[config.mk]
export PLATFORM = sky130hd
export DESIGN_NAME = tcw_front
export DESIGN_NICKNAME = d
export VERILOG_FILES = /design/src/tcw_pkg.sv /design/src/tcw_front.sv
export SDC_FILE = /design/constraint.sdc
export NUM_CORES = 1
export LEC_CHECK = 0
export BUFFER_PORTS_ARGS = -buffer_cell sky130_fd_sc_hd__buf_2
export CAP_MARGIN = 20
export CORE_AREA = 2 2 39 41
export DETAILED_ROUTE_END_ITERATION = 16
export DIE_AREA = 0 0 41 43
export GPL_ROUTABILITY_DRIVEN = 0
export GPL_TIMING_DRIVEN = 0
export PLACE_DENSITY = 0.72
export SLEW_MARGIN = 10
export SYNTH_ARGS = -nofsm -noshare
export SYNTH_HDL_FRONTEND = slang
export SYNTH_SLANG_ARGS = --single-unit
[constraint.sdc]
create_clock -name vclk -period 1.4
set_clock_uncertainty 0.2 [all_clocks]
set_input_delay 0 -clock vclk [all_inputs]
set_output_delay 0 -clock vclk [all_outputs]
set_load 0.02 [all_outputs]
[src/tcw_pkg.sv]
// ----------------------------------------------------------------------------
// tcw_pkg
// Types and constants shared by the text console writer modules.
// ----------------------------------------------------------------------------
package tcw_pkg;

  // Screen geometry.
  localparam int COLUMNS     = 80;
  localparam int ROWS        = 25;
  localparam int TAB_SPACING = 8;
  localparam int CELL_COUNT  = COLUMNS * ROWS;

  localparam int COL_W  = $clog2(COLUMNS);
  localparam int ROW_W  = $clog2(ROWS);
  localparam int CELL_W = $clog2(CELL_COUNT);
  localparam int CNT_W  = $clog2(CELL_COUNT + 1);
  localparam int PH_W   = $clog2(TAB_SPACING + 1);
  localparam int TGT_W  = ((COL_W > PH_W) ? COL_W : PH_W) + 1;

  localparam int QUEUE_DEPTH = 2;
  localparam int QPTR_W      = (QUEUE_DEPTH > 1) ? $clog2(QUEUE_DEPTH) : 1;
  localparam int QCNT_W      = $clog2(QUEUE_DEPTH + 1);

  localparam int CFG_DATA_W = 4;

  // Configuration register indexes.
  localparam logic [1:0] REG_FG = 2'd0;
  localparam logic [1:0] REG_BG = 2'd1;
  localparam logic [1:0] REG_NL = 2'd2;

  // Operations and character codes.
  localparam logic       OP_READ    = 1'b1;
  localparam logic [7:0] CH_BELL    = 8'd7;
  localparam logic [7:0] CH_BS      = 8'd8;
  localparam logic [7:0] CH_TAB     = 8'd9;
  localparam logic [7:0] CH_NL      = 8'd10;
  localparam logic [7:0] CH_VTAB    = 8'd11;
  localparam logic [7:0] CH_FF      = 8'd12;
  localparam logic [7:0] CH_CR      = 8'd13;
  localparam logic [7:0] BLANK_CHAR = 8'h20;

  localparam logic [15:0] RESET_BLANK = 16'h0220;

  typedef enum logic [2:0] {
    CMD_NOP,
    CMD_BS,
    CMD_TAB,
    CMD_NL,
    CMD_FF,
    CMD_CR,
    CMD_PRINT,
    CMD_READ
  } tcw_cmd_e;

  typedef struct packed {
    logic        operation;
    logic [7:0]  char_code;
    logic [10:0] cell_index;
  } tcw_in_t;

  typedef struct packed {
    logic [6:0]  cursor_column;
    logic [4:0]  cursor_row;
    logic [10:0] cursor_position;
    logic [15:0] cell_value;
  } tcw_out_t;

  typedef struct packed {
    tcw_cmd_e    cmd;
    logic [7:0]  char_code;
    logic [10:0] cell_index;
  } tcw_entry_t;

  typedef struct packed {
    logic [3:0] fg;
    logic [3:0] bg;
    logic       nl_returns;
  } tcw_cfg_t;

endpackage

[src/tcw_front.sv]
// ----------------------------------------------------------------------------
// tcw_front
// Accepts input beats and decodes each into a command for the queue.
// ----------------------------------------------------------------------------
module tcw_front import tcw_pkg::*; (
  input  logic       in_valid_i,
  output logic       in_ready_o,
  input  tcw_in_t    in_data_i,
  input  logic       q_full_i,
  input  logic       init_busy_i,
  output logic       q_push_o,
  output tcw_entry_t q_entry_o
);

  tcw_cmd_e cmd;

  always_comb begin
    cmd = CMD_PRINT;
    if (in_data_i.operation == OP_READ) begin
      cmd = CMD_READ;
    end else begin
      unique case (in_data_i.char_code) inside
        CH_BELL, CH_VTAB: cmd = CMD_NOP;
        CH_BS:            cmd = CMD_BS;
        CH_TAB:           cmd = CMD_TAB;
        CH_NL:            cmd = CMD_NL;
        CH_FF:            cmd = CMD_FF;
        CH_CR:            cmd = CMD_CR;
        default:          cmd = CMD_PRINT;
      endcase
    end
  end

  // Nothing is taken while the screen memory is still being cleared after reset.
  assign in_ready_o = !q_full_i && !init_busy_i;
  assign q_push_o   = in_valid_i && in_ready_o;

  assign q_entry_o.cmd        = cmd;
  assign q_entry_o.char_code  = in_data_i.char_code;
  assign q_entry_o.cell_index = in_data_i.cell_index;

endmodule

==> flow_summary_export.csv <==
group,metric,value,unit
drt,routed_wl,701,microns
status,status,"finished clean",
timing,tightest_slew,217,ps
critical_path,arrival,1050,ps
critical_path,cp.required,1200,ps
global_route,grt_first_pass_wirelength,807,microns
timing,setup_viol,0,
die,die_area,0.00176,sq mm
timing,drv_slew,0,
critical_path,worstSetupEndpointType,"output port",
logic_synthesis,synth_area,245,sq um
power_and_ir_drop,p_leak,0.270,nW
logic_synthesis,synth.avg_cell_area,6.81,sq um
critical_path,slowest_stage,"or4_4",
critical_path,cp_top_family,"simple AND/OR/NAND/NOR gates",
global_route,grt-ovfl-total,0,
die,core_area,0.00138,sq mm
die,std_cell_rows,14,
die,start_util,17.7,%
logic_synthesis,syn_nets,59,
timing,period_minus_slack,1250,ps
timing,hold_viol_final,0,
critical_path,path_class,"input pin to output port",
die,die_h,43,microns
final_layout,nClkBuffers,0,
final_layout,regArea,0,sq um
logic_synthesis,yosysSeqAreaShare,0,%
timing,period_share,89.2,%
critical_path,start_kind,"input pin",
global_route,antenna_found_initial,0,
drt,routedWlPerCell,7.97,microns
critical_path,cpPeakStageDelay,530,ps
drt,dr.first_iter.drc_count,5,
clocking,cts_setup_buffers,0,
flow_run,drv_cap,0,
critical_path,crit_fanout,2,
critical_path,crit_buf_inv,2,
worst_hold_path,hold_path.class,"input pin to output port",
critical_path,worst_path_most_repeated_cell,"buf_2",
final_layout,drive_gt1_share,79.2,%
worst_hold_path,min_from,"in_data_i[2]",
global_route,grt_max_degree,8,
timing,rsz0062_at_grt,"false",
final_layout,area_delta_synth_final,81.6,%
critical_path,crit_start,"in_data_i[16]",
logic_synthesis,synthCells,36,
die,ioPinCount,47,
drt,drt.antenna.violating_nets,0,
global_route,grt_pass1_vias,244,
die,die_width,41,microns
critical_path,cp_cell_sequence,"buf_2 -> or4_4 -> nor2_1 -> o21ai_1 -> buf_2",
drt,vias,336,
drt,vias_per_cell,3.82,
timing,slew_headroom,85.5,%
drt,dr.pass1.iters,4,
timing,setup_ws,152,ps
final_layout,antennaDiodeCount,0,
placed_design,post-place-ws,149,ps
global_route,grt_usage,6.09,%
power_and_ir_drop,peakVddDrop,0.110,mV
placed_design,numPortBuffers,36,
logic_synthesis,yosys_warnings,0,
drt,drc,0,
timing,fmax,801,MHz
timing,setup_tns,0,ps
power_and_ir_drop,power_density,346,mW/mm^2
clocking,ctsResizeCount,0,
logic_synthesis,synth_cell_type_count,15,
clocking,hold_buffers,0,
final_layout,final_nets,97,
final_layout,nFlopsAndLatches,0,
[final timing paths]
path,cells past startpoint,endpoint,slack [ps]
worst min-delay path,2,q_entry_o[2],20
worst max-delay path,5,q_entry_o[21],150
[logic make-up after synthesis]
logic type | share of synthesized area [%]
simple gates | 26.0
xor+xnor | 3.57
compound gates | 10.7
buf+inv | 59.7
[routing by layer]
| metal | share of wire (%) | wire, microns | track usage (%) |
|---|---|---|---|
| met3 | 20 | 138 | 1.57 |
| met1 | 31 | 215 | 5.70 |
| met4 | 0 | 0 | 0 |
| met2 | 50 | 348 | 12.5 |
| met5 | 0 | 0 | 0 |
[cells in the final DEF (no fill, tap or decap), drive strengths merged, types with 2 or more instances in the layout]
cell	count
o21ai	2
buf	55
nor2	4
nand2	2
[report_power, final]
| group | internal [W] | total [W] | switching, W |
|---|---|---|---|
| Sequential | 0 | 0 | 0 |
| Clock | 0 | 0 | 0 |
| Combinational | 0.0000763 | 0.000154 | 0.0000778 |
| Total | 0.0000763 | 0.000154 | 0.0000778 |
[stage by stage]
step	area [sq um]	util, %	hold slack, ps	power [W]	cells
4_1_cts	445	32.2	18.4	0.000156	88
3_5_place_dp	445	32.2	18.4	0.000156	88
2_1_floorplan	245	-	-120	0.000102	36
6_report	445	32.2	16.9	0.000154	88
3_3_place_gp	445	32.2	17.8	0.000153	88
5_1_grt	445	32.2	23.3	0.000166	88
[area by class of cell]
class              instances  area [sq um]
plain buffers             19           143
fillers                  158           938
well taps                 16          20.0
inverters                  1          3.75
repair buffers            36           180
multi-input cells         16          98.8
[Yosys cell counts]
cell type	instances	area (sq um)
a21o_1	1	7.51
and2_1	1	6.26
buf_4	19	143
inv_1	1	3.75
nand2_1	2	7.51
nand3b_1	1	7.51
nor2_1	3	11.3
nor2_2	1	6.26
nor2b_1	1	6.26
nor3b_1	1	7.51
o21ai_0	1	5.00
o21ai_1	1	5.00
o32ai_1	1	8.76
or4_4	1	11.3
xnor2_1	1	8.76
No activity file was read; power rests on OpenSTA's default activity.
